**src/rtl/core/dwsd_ram.sv**
```systemverilog
module dwsd_ram #(
    parameter int WIDTH = 8,
    parameter int DEPTH = 256,
    localparam int ADDR_BITS = $clog2(DEPTH)
) (
    input  logic                 clk,
    input  logic                 wr_en,
    input  logic [ADDR_BITS-1:0] wr_addr,
    input  logic [WIDTH-1:0]     wr_data,
    input  logic                 rd_en,
    input  logic [ADDR_BITS-1:0] rd_addr,
    output logic [WIDTH-1:0]     rd_data
);

    logic [WIDTH-1:0] mem_reg [DEPTH];
    logic [WIDTH-1:0] rd_data_reg;

    // one write port, one registered read port, read returns old data on a collision
    always_ff @(posedge clk)
    begin
        if (wr_en)
        begin
            mem_reg[wr_addr] <= wr_data;
        end
        if (rd_en)
        begin
            rd_data_reg <= mem_reg[rd_addr];
        end
    end

    assign rd_data = rd_data_reg;

endmodule

```
**config.mk**
```make
export PLATFORM = sky130hd
export DESIGN_NAME = dwsd_ram
export DESIGN_NICKNAME = d
export VERILOG_FILES = /design/src/rtl/core/dwsd_ram.sv
export SDC_FILE = /design/constraint.sdc
export NUM_CORES = 2
export LEC_CHECK = 0
export BUFFER_PORTS_ARGS = -buffer_cell sky130_fd_sc_hd__buf_4
export CELL_PAD_IN_SITES_DETAIL_PLACEMENT = 1
export CELL_PAD_IN_SITES_GLOBAL_PLACEMENT = 1
export CORE_UTILIZATION = 50
export CTS_CLUSTER_SIZE = 28
export DETAILED_ROUTE_END_ITERATION = 16
export PLACE_DENSITY_LB_ADDON = 0.1
export SKIP_CTS_REPAIR_TIMING = 1
export SLEW_MARGIN = 20
export SYNTH_ARGS = -nofsm -noshare
export SYNTH_HDL_FRONTEND = slang
export SYNTH_SLANG_ARGS = --single-unit
```
**constraint.sdc**
```tcl
create_clock -name clk -period 3.1 [get_ports clk]
set_clock_uncertainty 0.05 [all_clocks]
set_input_delay 0.155 -clock clk [delete_from_list [all_inputs] [get_ports clk]]
set_output_delay 0.155 -clock clk [all_outputs]
set_load 0.02 [all_outputs]
```
==> metrics.txt <==
Final Power 57900 uW; EDFF count, synth 2056; Core Area 0.158 sq mm; Tmin final 2.92 ns; DR WL met3 15800 um; worst skew pair latency 0.84 ns; setup tns final 0 ns; antenna viol nets, final 0; drt drc 0; gr ovfl total 0; post-synth net total 3760; clk slew on worst S/H paths 0.06 ns; most frequent cells after synthesis edfxtp_1, mux4_2, nor2_1, mux2i_1, a22oi_1; Multi-input gate area 0.0165 sq mm; pin count of the biggest net entering global routing 111; leading area contributor after synthesis edfxtp_1; Rows 146; Slew headroom 23.5%; # setup viols final 0; asr flop ratio synth 0%; combinational share of power 5.5%; TritonCTS buffer count 205; global-route wire length before repair 313000 um; worst vdd ir 0.000503 V; Register Area 0.0617 sq mm; H-tree depth 4; CTS tree yes; CP arrival 3.41 ns; final hold vios 10; CP Capture Point rd_data[5]; Cell Int Power 45600 uW; drt pass-1 iters 5; final core utilization 58.4%; WP data required 3.59 ns; Vias/cell 6.27; wire per inst 33.5 um; die area 0.161 sq mm; CTS Sinks 2056; I/O pin cnt 35; top post-synthesis cells by area edfxtp_1, mux4_2, mux2i_1; failing checks hold timing; Fmax 0.342 GHz; met1 wire length 89100 um; initial antenna violation count 15; Reg power frac 53.0%; Top FF cell, synth edfxtp_1; RSZ-0062 raised after global routing no; Hold/Removal Path Class input pin to flop; top routing layer used met5; nets 4295; Final Max Tran Viols 0; clock root buffer clkbuf_16; reg2reg start mem_reg[209][5]; Worst R2R Path Depth 7; measured slew at the worst slew-check pin 1.15 ns; Synth top area share 77.5%; Yosys cell types 54; register area share after synthesis 77.5%; CP startpoint kind flop; die height 401 um; Net Sw Frac 21.2%; Synth Cell Area 0.0796 sq mm; Worst setup EP type flop; switching power 12300 uW; Chip Width 401 um; Placer Congestion 0.853; Iter 0 DRT Violations 4307; most numerous cell in the Yosys netlist edfxtp_1; WHS -0.0357 ns; Syn. warnings 0; fillcell total 13.4k; Crit. Startpoint mem_reg[209][5]; Starting Density 50.3%; metal2 WL 108000 um; r2r setup slk 0.18 ns; Max clock buf depth 3; CP Max Fanout 1; final WL 218000 um; post-synthesis register bit count 2056; PD cells 627 mW/mm^2; Layout Area Growth over Synthesis 16.0%; Largest register FFs 2048; clock group share of total power 41.6%; mean post-synth cell area 21.3 sq um; crit share post-route 94.2%; status complete, but fails checks; GRT Overall Usage 27.3%; Max Cap Violations 0; vias in the first global route 43.1k; R2R Path End rd_data[5]; leakage 0.0295 uW; DPL Wire Length 141000 um; share of cells above drive strength 1 29.6%; WS Path Type flop to flop; Synth Instances 3733; I/O Buffers 34; Vias 40.8k
## per-layer routing
metal | GRT usage [%] | vias to the layer above
met2 | 44.8 | 1646
met4 | 7.29 | 12
li1 | - | 16807
met1 | 38.3 | 22047
met3 | 4.77 | 309
met5 | 0 | -
## worst min-delay path by stage
stage	startpoint	to	slack, ns	cells past startpoint
floorplan	wr_data[0]	mem_reg[0][0]	0.20	0
global placement	rd_en	rd_data[3]	0.55	1
detailed placement	rd_en	rd_data[3]	0.53	1
CTS	rd_en	rd_data[3]	-0.35	1
global route	wr_addr[3]	mem_reg[172][6]	0.004	3
finish	wr_data[2]	mem_reg[69][2]	-0.04	1
## area by class of cell
class	count	area share, %
inverter	2	0.00813
clock inverter	120	1.14
tap	2072	2.81
clock buffer	254	5.85
antenna	4	0.0108
timing repair buffer	561	5.44
sequential	2056	66.9
multi-input combinational	1442	17.9
## critical path: stages, from the launching register on
cell      delay (ns)
edfxtp_1        0.37
mux4_2          0.47
a22o_1          0.28
a221oi_1        0.23
buf_4           0.18
o32ai_1         0.08
nor3_1          0.83
nor4_1          0.13
## per-stage QoR
stage          instances  instance area, sq um  worst slack, ns
5_1_grt             6507                 92300           0.0830
6_report            6511                 92400            0.180
4_1_cts             6499                 92300            0.132
3_5_place_dp        6125                 85800           -0.451
2_1_floorplan       3733                 79600            0.819
3_3_place_gp        6121                 85700            -1.30
## logic make-up (layout without fill, tap and decap cells)
| group | count (synthesis) | count (layout) | share of synthesized area (%) |
|---|---|---|---|
| muxes | 591 | 591 | 14.6 |
| buffers and inverters | 235 | 937 | 1.83 |
| other | 0 | 4 | 0 |
| AOI/OAI and AO/OA | 385 | 385 | 3.42 |
| and+or+nand+nor | 466 | 466 | 2.63 |
| DFF | 2056 | 2056 | 77.5 |
## power groups by stage
stage / Clock [uW] / Combinational (uW) / Sequential [uW]
4_1_cts: 24500 / 3180 / 30700
5_1_grt: 25300 / 3300 / 30700
3_3_place_gp: 0 / 3070 / 31300
3_5_place_dp: 0 / 3170 / 31300
6_report: 24100 / 3160 / 30700
2_1_floorplan: 0 / 1490 / 31300
## placed cells by master, fill, tap and decap left out, types with 4 or more instances in the layout
cell type and n:
a211oi_1 16, a21oi_1 96, a221oi_1 13, a22o_1 8, a22oi_1 133, and2_1 6, buf_12 58, buf_4 485
bufinv_16 18, clkbuf_1 45, clkbuf_16 209, clkbuf_8 8, clkinv_1 51, clkinv_2 37, clkinvlp_4 5, diode_2 4
dlygate4sd3_1 8, edfxtp_1 2056, inv_6 6, mux2i_1 134, mux4_2 454, nand2_1 33, nand2b_1 8, nand3_1 34
nand4_1 10, nor2_1 279, nor2b_1 28, nor3_1 22, nor4_1 15, nor4_2 12, o211ai_1 10, o21ai_0 10
o221ai_1 46, o22a_1 5, o22ai_1 28, o32ai_1 4, or2_2 4
Power figures use the tool's default switching activity.
