File: config.mk
export PLATFORM = sky130hd
export DESIGN_NAME = dwsd_unpack
export DESIGN_NICKNAME = d
export VERILOG_FILES = /design/src/rtl/core/dwsd_pkg.sv /design/src/rtl/core/dwsd_unpack.sv
export SDC_FILE = /design/constraint.sdc
export NUM_CORES = 1
export LEC_CHECK = 0
export ABC_AREA = 1
export ABC_CLOCK_PERIOD_IN_PS = 6500
export BUFFER_PORTS_ARGS = -buffer_cell sky130_fd_sc_hd__clkbuf_2
export CORE_ASPECT_RATIO = 1.75
export CORE_MARGIN = 4
export CORE_UTILIZATION = 45
export CTS_CLUSTER_SIZE = 8
export DETAILED_ROUTE_END_ITERATION = 7
export GPL_TIMING_DRIVEN = 0
export PLACE_DENSITY = 0.69
export SETUP_SLACK_MARGIN = 0.05
export SYNTH_ARGS = -nofsm -noshare
export SYNTH_HDL_FRONTEND = slang
export SYNTH_SLANG_ARGS = --single-unit
File: constraint.sdc
create_clock -name clk -period 6.5 [get_ports clk]
set_input_delay 0.325 -clock clk [delete_from_list [all_inputs] [get_ports clk]]
set_output_delay 0.325 -clock clk [all_outputs]
set_load 0.01 [all_outputs]
File: src/rtl/core/dwsd_pkg.sv
package dwsd_pkg;

    // table geometry
    localparam int INDEX_BITS       = 12;
    localparam int MAX_WORD_SYMBOLS = 7;
    localparam int TABLE_DEPTH      = 1 << INDEX_BITS;
    localparam int SYM_BITS         = 8 * MAX_WORD_SYMBOLS;
    localparam int COUNT_BITS       = 4;
    localparam int ENTRY_BITS       = SYM_BITS + COUNT_BITS;

    // port widths fixed by the interface
    localparam int WORD_BYTES       = 8;
    localparam int WORD_BITS        = 8 * WORD_BYTES;
    localparam int TINDEX_BITS      = 12;
    localparam int TSYM_BITS        = 56;
    localparam int CFG_DATA_BITS    = 8;

    // bit buffer
    localparam int BUF_BITS         = 32;
    localparam int HELD_BITS        = 5;

    // limits on the configuration values
    localparam logic [3:0] K_MIN = 4'd4;
    localparam logic [3:0] K_MAX = 4'd14;
    localparam logic [2:0] O_MAX = 3'd4;
    localparam logic [COUNT_BITS-1:0] FULL_COUNT = COUNT_BITS'(MAX_WORD_SYMBOLS + 1);

    typedef enum logic [1:0] {
        FUNC_WRITE = 2'd0,
        FUNC_START = 2'd1,
        FUNC_DATA  = 2'd2
    } func_t;

    typedef enum logic [1:0] {
        CFG_K_BITS       = 2'd0,
        CFG_OVERLAP_BITS = 2'd1,
        CFG_MOST_COMMON  = 2'd2
    } cfg_reg_t;

    // decode settings seen by the bit unpacker
    typedef struct packed {
        logic [3:0] k_bits;
        logic [2:0] overlap_bits;
    } decode_cfg_t;

    // one table lookup handed to the word stage
    typedef struct packed {
        logic                  valid;
        logic [INDEX_BITS-1:0] idx;
        logic                  last;
    } lookup_req_t;

endpackage

File: src/rtl/core/dwsd_unpack.sv
module dwsd_unpack (
    input  logic                                clk,
    input  logic                                rst_n,
    input  logic                                in_valid,
    output logic                                in_stall,
    input  logic [1:0]                          func,
    input  logic [dwsd_pkg::TINDEX_BITS-1:0]    table_index,
    input  logic [dwsd_pkg::TSYM_BITS-1:0]      table_symbols,
    input  logic [dwsd_pkg::COUNT_BITS-1:0]     table_count,
    input  logic [7:0]                          data_byte,
    input  dwsd_pkg::decode_cfg_t               cfg,
    input  logic                                issue_ready,
    output dwsd_pkg::lookup_req_t               req,
    output logic                                wr_en,
    output logic [dwsd_pkg::INDEX_BITS-1:0]     wr_addr,
    output logic [dwsd_pkg::ENTRY_BITS-1:0]     wr_data
);

    import dwsd_pkg::*;

    logic [BUF_BITS-1:0]   buf_reg, buf_next;
    logic [HELD_BITS-1:0]  held_reg, held_next;
    logic [1:0]            pend_cnt_reg, pend_cnt_next;
    logic [INDEX_BITS-1:0] pend_head_reg, pend_head_next;
    logic [INDEX_BITS-1:0] pend_tail_reg, pend_tail_next;

    logic [3:0]            k_eff;
    logic [2:0]            o_eff;
    logic [HELD_BITS-1:0]  k5;
    logic [HELD_BITS-1:0]  width;
    logic [BUF_BITS-1:0]   wmask;
    logic [BUF_BITS-1:0]   buf1;
    logic [HELD_BITS-1:0]  held1, held2, held3;
    logic                  hit0, hit1;
    logic [INDEX_BITS-1:0] idx0, idx1;
    logic [HELD_BITS-1:0]  held_data;
    logic [BUF_BITS-1:0]   buf_data;
    logic                  issue;
    logic                  accept_ok;
    logic                  accept;
    func_t                 fn;

    // clamp the settings to their working range
    always_comb
    begin
        if (cfg.k_bits < K_MIN)
        begin
            k_eff = K_MIN;
        end
        else if (cfg.k_bits > K_MAX)
        begin
            k_eff = K_MAX;
        end
        else
        begin
            k_eff = cfg.k_bits;
        end
        o_eff = (cfg.overlap_bits > O_MAX) ? O_MAX : cfg.overlap_bits;
    end

    assign k5    = HELD_BITS'(k_eff);
    assign width = k5 + HELD_BITS'(o_eff);
    assign wmask = (BUF_BITS'(1) << width) - BUF_BITS'(1);

    // append the byte and find up to two lookup windows
    always_comb
    begin
        buf1  = {buf_reg[BUF_BITS-9:0], data_byte};
        held1 = held_reg + HELD_BITS'(8);
        hit0  = held1 >= width;
        idx0  = INDEX_BITS'((buf1 >> (held1 - width)) & wmask);
        held2 = held1 - k5;
        hit1  = hit0 && (held2 >= width);
        idx1  = INDEX_BITS'((buf1 >> (held2 - width)) & wmask);
        held3 = held2 - k5;
        if (hit1)
        begin
            held_data = held3;
        end
        else if (hit0)
        begin
            held_data = held2;
        end
        else
        begin
            held_data = held1;
        end
        buf_data = buf1 & ((BUF_BITS'(1) << held_data) - BUF_BITS'(1));
    end

    // lookup issue and input interlock
    assign issue     = (pend_cnt_reg != 2'd0) && issue_ready;
    assign accept_ok = (pend_cnt_reg == 2'd0) || ((pend_cnt_reg == 2'd1) && issue_ready);
    assign in_stall  = !accept_ok;
    assign accept    = in_valid && accept_ok;
    assign fn        = func_t'(func);

    assign req.valid = pend_cnt_reg != 2'd0;
    assign req.idx   = pend_head_reg;
    assign req.last  = pend_cnt_reg == 2'd1;

    // table write goes straight to the memory
    assign wr_en   = accept && (fn == FUNC_WRITE);
    assign wr_addr = INDEX_BITS'(table_index);
    assign wr_data = {table_count, SYM_BITS'(table_symbols)};

    // next state of buffer and pending lookups
    always_comb
    begin
        buf_next       = buf_reg;
        held_next      = held_reg;
        pend_cnt_next  = pend_cnt_reg;
        pend_head_next = pend_head_reg;
        pend_tail_next = pend_tail_reg;
        if (issue)
        begin
            pend_cnt_next  = pend_cnt_reg - 2'd1;
            pend_head_next = pend_tail_reg;
        end
        if (accept)
        begin
            case (fn)
                FUNC_START:
                begin
                    buf_next  = '0;
                    held_next = HELD_BITS'(o_eff);
                end
                FUNC_DATA:
                begin
                    buf_next       = buf_data;
                    held_next      = held_data;
                    pend_cnt_next  = hit1 ? 2'd2 : (hit0 ? 2'd1 : 2'd0);
                    pend_head_next = idx0;
                    pend_tail_next = idx1;
                end
                default:
                begin
                end
            endcase
        end
    end

    // control state
    always_ff @(posedge clk or negedge rst_n)
    begin
        if (!rst_n)
        begin
            buf_reg      <= '0;
            held_reg     <= '0;
            pend_cnt_reg <= 2'd0;
        end
        else
        begin
            buf_reg      <= buf_next;
            held_reg     <= held_next;
            pend_cnt_reg <= pend_cnt_next;
        end
    end

    // pending indexes
    always_ff @(posedge clk)
    begin
        pend_head_reg <= pend_head_next;
        pend_tail_reg <= pend_tail_next;
    end

endmodule

==> flow_metrics.tcl <==
set metrics [dict create \
    route.met3.wl_mm 1.71 \
    synth_top_area_share_pct 14.2 \
    ctsResizeCount 0 \
    synthArstFlopShare_pct 56.4 \
    clkSlewWorstSetupHoldPaths_ns 0.08 \
    crit_type "input pin to flip-flop" \
    fin_crit_sh_pct 74.5 \
    syn_nets 1350 \
    synth_edf_count 12 \
    drv_cap 0 \
    h-tree-depth 2 \
    syn_inst 1229 \
    fill_cells 1846 \
    yosys.area.top_type "nand2_1" \
    synthXorXnorAreaFrac_pct 2.03 \
    synth-seq-cells 55 \
    clock_latency_ns 0.30 \
    clockBufferDepth 2 \
    drt-vias-per-instance 5.60 \
    fin_util_pct 51.4 \
    wl_per_cell_um 18.6 \
    largest_register_ff_count 24 \
    row_count 63 \
    synth_simple_gate_area_share_pct 34.0 \
    drcViolationCount 0 \
    period_needed_ns 4.84 \
    gr-total-overflow 0 \
    place.gp.congestion 1.04 \
    dr.pass1.iters 5 \
    final_cells 1572 \
    hold_buffers 0 \
    ios 181 \
    cp_max_fo 10 \
    cts_tree "built" \
    timing.fmax_mhz 206 \
    synth_warnings 0 \
    fin_nets 1465 \
    synthAdderAreaFrac_pct 5.04 \
    grt_pass1_wl_mm 45.0 \
    cts_setup_buffers 0 \
    wl_met2_mm 14.7 \
    synth-compound-area-share_pct 21.4 \
    grt_max_degree 32 \
    clockRootBuffer "clkbuf_16" \
    ant_nets 0 \
    maxSlewHeadroom_pct 33.7 \
    die_w_um 107 \
    dr.max_layer_used "met4" \
    die_h_um 181 \
    dp_cells 1564 \
    dieArea_um2 19300 \
    synth_common_cells "nand2_1 (291), o21ai_0 (182), inv_1 (126), nor2_1 (89), buf_4 (74)" \
    drtIter0Drc 440 \
    wl_met1_mm 9.98 \
    synth_top_family_by_area "simple AND/OR/NAND/NOR gates" \
    yosysMostFrequentCell "nand2_1" \
    diodes 0 \
    cp-start-kind "input pin" \
    crit_required_ns 6.75 \
    cp.arrival_ns 5.09 \
    fin_skew_ns 0.00765 \
    core_um2 16900 \
    synth.area.mux_share_pct 2.67 \
    syn_area_per_cell_um2 6.26 \
    cts.sinks 55 \
    slew_viol_final 0 \
    ys_top_cells_by_area "nand2_1 (14%), o21ai_0 (12%), dfrtp_1 (10%)" \
    track_usage_pct 29.8 \
    grt_pass1_vias 8684 \
    io_buffers 108 \
    worstHoldPathType "input pin to asynchronous set/reset pin" \
    syn2layout_area_growth_pct 12.6 \
    start_util_pct 45.6 \
    cts_made_buffers 5 \
    rsz0062_at_grt "no" \
    via_count 8797 \
    crit_path_end_kind "flip-flop" \
    ys_types 57 \
    tns_ns 0 \
    antenna_found_initial 0 \
    crit_slowest_cell "or3_1" \
    tightestPinTransition_ns 0.984 \
    dp_hpwl_mm 24.7 \
    ys_seq_area_share_pct 17.9 \
    max_stage_delay_ns 0.39 \
    synth-main-ff-cell "dfrtp_1" \
    status "finished clean" \
    layout-drive-gt1-share_pct 20.7 \
    netlist_area_um2 7690 \
    routed_wl_mm 29.2 \
    setup_viol 0 \
    finalHoldViolCount 0 \
]
-- kinds of logic (layout without fill, tap and decap cells) --
logic type,count (synthesis),count (layout)
and+or+nand+nor,553,553
DFF,55,55
adders and majority gates,28,28
xor gates and xnor gates,17,17
buffers and inverters,266,382
muxes,19,19
AOI/OAI and AO/OA,291,291
-- layout make-up --
| cell class | instances | area [µm²] | area share, % |
|---|---|---|---|
| Buffer | 133 | 801 | 9.24 |
| Clock buffer | 5 | 125 | 1.44 |
| Clock inverter | 3 | 20.0 | 0.231 |
| Inverter | 133 | 499 | 5.76 |
| Multi-Input combinational cell | 908 | 5020 | 57.9 |
| Sequential cell | 55 | 1380 | 15.9 |
| Tap cell | 227 | 284 | 3.28 |
| Timing Repair Buffer | 108 | 541 | 6.24 |
-- layout by cell type (no fill, tap or decap), types with 14 or more instances in the layout --
cell	Yosys	routed
a21oi_1	38	38
buf_4	74	74
clkbuf_1	53	53
clkbuf_2	0	108
dfrtp_1	31	31
ha_1	23	23
inv_1	126	126
nand2_1	291	291
nand2_2	14	14
nand3_1	62	62
nand3_2	17	17
nand4_1	18	18
nor2_1	89	88
nor3_1	26	26
o211ai_1	15	15
o21ai_0	182	182
-- worst max-delay path: cells and delay by family --
kind                       cells  cell delay, ns
and+or+nand+nor               17            2.57
adders and majority gates      4            1.04
AOI/OAI and AO/OA              1            0.36
buffers and inverters          6            0.79
-- through the flow --
| stage | hold WS (ns) | worst slack (ns) | cell area [µm²] |
|---|---|---|---|
| final | 0.125 | 1.66 | 8660 |
| after global routing | 0.175 | 1.28 | 8660 |
| after CTS | 0.139 | 1.71 | 8660 |
| after detailed placement | 0.464 | 1.43 | 8520 |
| after global placement | 0.454 | 1.43 | 8520 |
| after floorplan | 0.0294 | 2.30 | 7690 |
-- path summary, 6_finish.rpt --
path,start,to,slack [ns],cells past startpoint
worst max-delay path,cfg[6],buf_reg[14],1.66,28
worst min-delay path,rst_n,buf_reg[19],0.12,1
worst max register to register,held_reg[0],buf_reg[14],1.90,27
worst min register to register,buf_reg[1],buf_reg[1],0.52,2
max in group asynchronous,rst_n,pend_cnt_reg[0],5.81,1
min in group clk,data_byte[4],buf_reg[4],0.35,3
-- layer usage --
metal / vias up / track usage, %
met5: - / 0
met3: 129 / 3.47
met1: 3941 / 28.6
met4: 0 / 24.6
met2: 445 / 55.1
li1: 4282 / -
Power is not shown: default switching activity piles up to over one toggle a cycle in this logic, so the estimate is an artifact.
