`config.mk`:
```
export PLATFORM = sky130hd
export DESIGN_NAME = dwsd_out
export DESIGN_NICKNAME = d
export VERILOG_FILES = /design/src/rtl/core/dwsd_pkg.sv /design/src/rtl/core/dwsd_out.sv
export SDC_FILE = /design/constraint.sdc
export NUM_CORES = 1
export LEC_CHECK = 0
export BUFFER_PORTS_ARGS = -buffer_cell sky130_fd_sc_hd__buf_2
export CAP_MARGIN = 5
export CORE_ASPECT_RATIO = 1.75
export CORE_UTILIZATION = 58
export CTS_BUF_LIST = sky130_fd_sc_hd__clkbuf_4 sky130_fd_sc_hd__clkbuf_8
export CTS_CLUSTER_SIZE = 28
export DETAILED_ROUTE_END_ITERATION = 6
export PLACE_DENSITY = 0.88
export SYNTH_ARGS = -nofsm -noshare
export SYNTH_HDL_FRONTEND = slang
export SYNTH_SLANG_ARGS = --single-unit
export TNS_END_PERCENT = 100
```
`constraint.sdc`:
```
create_clock -name clk -period 7.91 [get_ports clk]
set_clock_uncertainty 0.1 [all_clocks]
set_input_delay 0.3955 -clock clk [delete_from_list [all_inputs] [get_ports clk]]
set_output_delay 0.3955 -clock clk [all_outputs]
set_load 0.02 [all_outputs]
```
`src/rtl/core/dwsd_pkg.sv`:
```
package dwsd_pkg;

    // table geometry
    localparam int INDEX_BITS       = 12;
    localparam int MAX_WORD_SYMBOLS = 7;
    localparam int TABLE_DEPTH      = 1 << INDEX_BITS;
    localparam int SYM_BITS         = 8 * MAX_WORD_SYMBOLS;
    localparam int COUNT_BITS       = 4;
    localparam int ENTRY_BITS       = SYM_BITS + COUNT_BITS;

    // port widths fixed by the interface
    localparam int WORD_BYTES       = 8;
    localparam int WORD_BITS        = 8 * WORD_BYTES;
    localparam int TINDEX_BITS      = 12;
    localparam int TSYM_BITS        = 56;
    localparam int CFG_DATA_BITS    = 8;

    // bit buffer
    localparam int BUF_BITS         = 32;
    localparam int HELD_BITS        = 5;

    // limits on the configuration values
    localparam logic [3:0] K_MIN = 4'd4;
    localparam logic [3:0] K_MAX = 4'd14;
    localparam logic [2:0] O_MAX = 3'd4;
    localparam logic [COUNT_BITS-1:0] FULL_COUNT = COUNT_BITS'(MAX_WORD_SYMBOLS + 1);

    typedef enum logic [1:0] {
        FUNC_WRITE = 2'd0,
        FUNC_START = 2'd1,
        FUNC_DATA  = 2'd2
    } func_t;

    typedef enum logic [1:0] {
        CFG_K_BITS       = 2'd0,
        CFG_OVERLAP_BITS = 2'd1,
        CFG_MOST_COMMON  = 2'd2
    } cfg_reg_t;

    // decode settings seen by the bit unpacker
    typedef struct packed {
        logic [3:0] k_bits;
        logic [2:0] overlap_bits;
    } decode_cfg_t;

    // one table lookup handed to the word stage
    typedef struct packed {
        logic                  valid;
        logic [INDEX_BITS-1:0] idx;
        logic                  last;
    } lookup_req_t;

endpackage

```
`src/rtl/core/dwsd_out.sv`:
```
module dwsd_out (
    input  logic                              clk,
    input  logic                              rst_n,
    input  dwsd_pkg::lookup_req_t             req,
    output logic                              issue_ready,
    output logic                              rd_en,
    output logic [dwsd_pkg::INDEX_BITS-1:0]   rd_addr,
    input  logic [dwsd_pkg::ENTRY_BITS-1:0]   rd_data,
    input  logic [7:0]                        most_common_symbol,
    output logic                              out_valid,
    input  logic                              out_stall,
    output logic [dwsd_pkg::WORD_BITS-1:0]    word_symbols,
    output logic [dwsd_pkg::COUNT_BITS-1:0]   word_count,
    output logic                              last_of_run
);

    import dwsd_pkg::*;

    logic                  rd_pend_reg;
    logic                  rd_last_reg;
    logic [1:0]            fifo_cnt_reg, fifo_cnt_next;
    logic                  wr_ptr_reg;
    logic                  rd_ptr_reg;
    logic [WORD_BITS-1:0]  sym_q_reg  [2];
    logic [COUNT_BITS-1:0] cnt_q_reg  [2];
    logic                  last_q_reg [2];

    logic                  pop;
    logic                  push;
    logic [1:0]            occ;
    logic [COUNT_BITS-1:0] cnt_raw;
    logic [COUNT_BITS-1:0] cnt_sat;
    logic [WORD_BITS-1:0]  sym_ext;
    logic [WORD_BITS-1:0]  fmt_sym;

    // credit check: in-flight reads plus queued words never exceed two
    assign pop         = out_valid && !out_stall;
    assign push        = rd_pend_reg;
    assign occ         = fifo_cnt_reg + {1'b0, rd_pend_reg};
    assign issue_ready = (occ - {1'b0, pop}) < 2'd2;
    assign rd_en       = req.valid && issue_ready;
    assign rd_addr     = req.idx;

    // build the word from the table entry
    always_comb
    begin
        cnt_raw = rd_data[ENTRY_BITS-1 -: COUNT_BITS];
        cnt_sat = (cnt_raw > FULL_COUNT) ? FULL_COUNT : cnt_raw;
        sym_ext = WORD_BITS'(rd_data[SYM_BITS-1:0])
                | (WORD_BITS'(most_common_symbol) << SYM_BITS);
        for (int j = 0; j < WORD_BYTES; j++)
        begin
            fmt_sym[8*j +: 8] = (COUNT_BITS'(j) < cnt_sat) ? sym_ext[8*j +: 8] : 8'd0;
        end
    end

    assign fifo_cnt_next = fifo_cnt_reg + {1'b0, push} - {1'b0, pop};

    // read tracking and queue pointers
    always_ff @(posedge clk or negedge rst_n)
    begin
        if (!rst_n)
        begin
            rd_pend_reg  <= 1'b0;
            fifo_cnt_reg <= 2'd0;
            wr_ptr_reg   <= 1'b0;
            rd_ptr_reg   <= 1'b0;
        end
        else
        begin
            rd_pend_reg  <= rd_en;
            fifo_cnt_reg <= fifo_cnt_next;
            if (push)
            begin
                wr_ptr_reg <= !wr_ptr_reg;
            end
            if (pop)
            begin
                rd_ptr_reg <= !rd_ptr_reg;
            end
        end
    end

    // payload of the read and of the output queue
    always_ff @(posedge clk)
    begin
        if (rd_en)
        begin
            rd_last_reg <= req.last;
        end
        if (push)
        begin
            sym_q_reg[wr_ptr_reg]  <= fmt_sym;
            cnt_q_reg[wr_ptr_reg]  <= cnt_sat;
            last_q_reg[wr_ptr_reg] <= rd_last_reg;
        end
    end

    assign out_valid    = fifo_cnt_reg != 2'd0;
    assign word_symbols = sym_q_reg[rd_ptr_reg];
    assign word_count   = cnt_q_reg[rd_ptr_reg];
    assign last_of_run  = last_q_reg[rd_ptr_reg];

endmodule

```
==> results summary <==
The flow ran to the end, and the final reports show no timing, DRC or antenna violations. In this run the worst hold path is classified as input pin to flip-flop. The floorplan step set the die height to 135 um. Setup repair after global routing left no endpoint under its margin. At the placement stage, the worst setup path has a slack of 5370 ps. The mean area per synthesized cell came out at 17.9 um2. The multi-input combinational cells in the finished layout cover a total of 1380 um2. Counting the buffers created by CTS gives 17. The post-route cell area is 6930 um2.

The cell-internal power is 1.58 mW. The sum of buffers and inverters on the critical path came out at 2. The global-route wire length before repair came out at 15.8 mm.

The gate count of the mapped netlist is 325. The detailed-route DRC error count came out at 0. The congestion estimate from routability-driven global placement came to 0.774.

The number of hold violations in the final report was 0. The sum of negative setup slack is 0 ps. The signed area change from the synthesized netlist to the final layout is 18.8%. Walking the worst path, the cells encountered are buf_4, mux2_2, buf_2. The number of cells upsized or downsized after cts is 0. The H-tree was split into 4 levels. For this block, the routed nets add up to 10.6 mm of wire. The switching component of the power is 0.826 mW. The tool flagged a number of max-cap violations equal to 0. Setup slack on the worst reg-to-reg path comes out at 5630 ps. The start-to-end type of the worst setup path is flip-flop to output pin. The first TritonRoute pass finished after 4 iterations. The number of port buffers is 144.

The first routing iteration left 112 violations. The count of non-filler cells in the finished layout is 608. Once routing completed, OpenROAD measured the worst setup slack at 4960 ps.

The largest buffer count on any clock path came out at 2. The total overflow left after global routing is 0. Synthesis instantiated 24 different standard cells from the library. The largest individual stage delay along the critical path comes from the cell dfrtp_2.

Headroom to the max-slew limit came out at 37.1%. The fraction of layout instances using a drive strength above 1 is 51.9%. The total placed cells including tap cells came out at 574.

The flip-flop count of the largest register, all copies and words added is 128. The power density over the cells is 348 nW/um2. For this run, the number of Yosys warnings is 0. The cell type group with the largest total delay on the critical path is flip-flops. The initial antenna violation count was 1. The final count of pins violating max slew is 0. The critical path's largest stage delay came out at 850 ps.

The slew at the pin closest to its max-slew limit is 941 ps. The worst-case IR drop observed on VDD is 0.410 mV. For this configuration, the core starts out at a cell density of 59.6%.

The total area inside the core boundary comes to 9790 um2. The synthesized area came out at 5830 um2. The relative contribution of sequential cells to total power is 46.3%.

For this run, the total global-route usage over all layers was measured as 21.0%. Along the worst path, the maximum fanout reaches 38. The total die area came out at 10500 um2. The per-cell routed wire length came out at 17.4 um. Counting every sink on the clock net gives 144.

After clock tree synthesis, the clock-pin slew on the worst setup and hold paths is 70 ps. The instance area after placement came out at 6600 um2. The fill cell instance count of the final layout came out at 647.

The register cell area after layout is 4300 um2. The share of synthesized flip-flops with an asynchronous set or reset came out at 3.47%. The tree is rooted in a clkbuf_8. The HPWL after detailed placement came out at 7.27 mm.

Entering global routing, the biggest net connects 39 pins. The number of placement rows is 48. The horizontal extent of the die came out at 77.8 um. The worst setup path is captured at an output pin. Synthesis produced a netlist with a net count of 412. The routed layout has 3214 vias. Yosys mapped a number of flops with a built-in enable equal to 139.

The power share of the combinational group is 34.5%. The kind of start point of the critical path is a flip-flop. TritonCTS built the clock tree. For this run, the register share of the synthesized area comes to 73.7%. The number of global-route vias before repair is 3324. The static leakage is 2.64 nW. The switching fraction of total power came out at 34.3%. The post-CTS setup buffer count came out at 0. The post-route fraction of the period consumed by the critical path came out at 37.3%. During I/O placement, the number of pins put on the boundary was 169. The time the worst path needs with I/O delays and setup came out at 2950 ps.

Among all flip-flop cells after synthesis, the most frequent one is edfxtp_1. The clock insertion delay at the later pin of the skew report came out at 440 ps. The relative contribution of the clock network to total power is 19.2%. The flop and latch count out of synthesis came out at 144. The arrival time of data at the critical path endpoint is 2460 ps. The net count reported at finish is 556.

Dividing the detail-routed via count by the number of cells gives 5.29. For the worst setup path, the data required time is 7410 ps. The fmax is 339 MHz. The count of nets left with antenna violations after detail routing is 0. The number of setup violations in the final report is 0.
cells in the final DEF, fill, tap and decap left out, types with 2 or more instances in the layout:
cell / synthesis / layout
and2b_1: 7 / 7
nor2b_1: 44 / 44
a21boi_0: 8 / 8
mux2_2: 69 / 69
buf_4: 13 / 3
buf_2: 7 / 144
clkinv_1: 0 / 4
clkinvlp_4: 0 / 3
dfrtp_1: 5 / 4
edfxtp_1: 139 / 139
clkinv_2: 0 / 6
clkbuf_8: 0 / 17
ha_1: 2 / 2
inv_1: 5 / 5
and2_1: 10 / 9
cell families (layout without fill, tap and decap cells):
| kind of cell | after synthesis | in the layout | synth area share (%) |
|---|---|---|---|
| muxes | 69 | 69 | 13.3 |
| xor gates and xnor gates | 3 | 3 | 0.687 |
| adders and majority gates | 2 | 2 | 0.429 |
| other | 0 | 1 | 0 |
| AOI/OAI and AO/OA | 13 | 13 | 1.65 |
| and+or+nand+nor | 66 | 66 | 7.38 |
| buffers and inverters | 28 | 185 | 2.79 |
| DFF | 144 | 144 | 73.7 |
through the flow:
| stage | power, mW | hold slack [ps] | util, % |
|---|---|---|---|
| after global routing | 2.51 | 13.1 | 70.8 |
| final | 2.41 | 30.8 | 70.8 |
| after CTS | 2.43 | 6.19 | 70.7 |
| after global placement | 1.94 | 114 | 67.4 |
| after detailed placement | 1.97 | 116 | 67.4 |
| after floorplan | 1.72 | -0.0911 | - |
repair_timing:
action                     CTS  global route
hold endpoints to repair     5             0
hold buffers                 1             0
setup endpoints to repair    0             0
worst paths after layout:
path / from / endpoint / cells past startpoint
min: req[0] / rd_last_reg / 1
min reg2reg: rd_last_reg / last_q_reg[0] / 0
max reg2reg: push / sym_q_reg[0][59] / 3
max in group asynchronous: rst_n / rd_ptr_reg / 2
max: rd_ptr_reg / word_symbols[59] / 3
min in group asynchronous: rst_n / fifo_cnt_reg[1] / 2
synthesized netlist by cell type (2+ instances only):
library cell  number  area share, %
mux2_2            69             13
edfxtp_1         139             72
and2_1            10            1.1
and2b_1            7           0.90
dfrtp_1            5            2.1
buf_4             13            1.7
clkbuf_1           3           0.19
ha_1               2           0.43
inv_1              5           0.32
nor2b_1           44            4.7
buf_2              7           0.60
a21boi_0           8            1.0
nor2_1             2           0.13
cell type report:
type / instances / share of cell area, %
antenna: 1 / 0.0361
clock buffer: 18 / 3.49
clock inverter: 14 / 1.10
inverter: 5 / 0.271
multi-input combinational: 153 / 19.9
sequential: 144 / 62.1
tap: 125 / 2.26
timing repair buffer: 148 / 10.9
worst register-to-register path, stage by stage (launching register included):
cell and delay [ps]:
dfrtp_1 380, inv_1 90, nor2_4 740, buf_4 600
power groups by stage:
stage	sequential [mW]	combinational, mW	clock, mW
floorplan	1.09	0.622	0
global placement	1.12	0.821	0
detailed placement	1.13	0.836	0
CTS	1.12	0.841	0.471
global route	1.13	0.879	0.501
finish	1.12	0.831	0.463
routing by layer:
layer | global-route usage, % | wire, um | vias to the layer above
li1 | - | - | 1484
met4 | 14.4 | 447 | 0
met5 | 0 | 0 | -
met2 | 38.4 | 6030 | 116
met3 | 5.20 | 507 | 39
met1 | 20.3 | 3600 | 1575
Power figures use the tool's default switching activity.
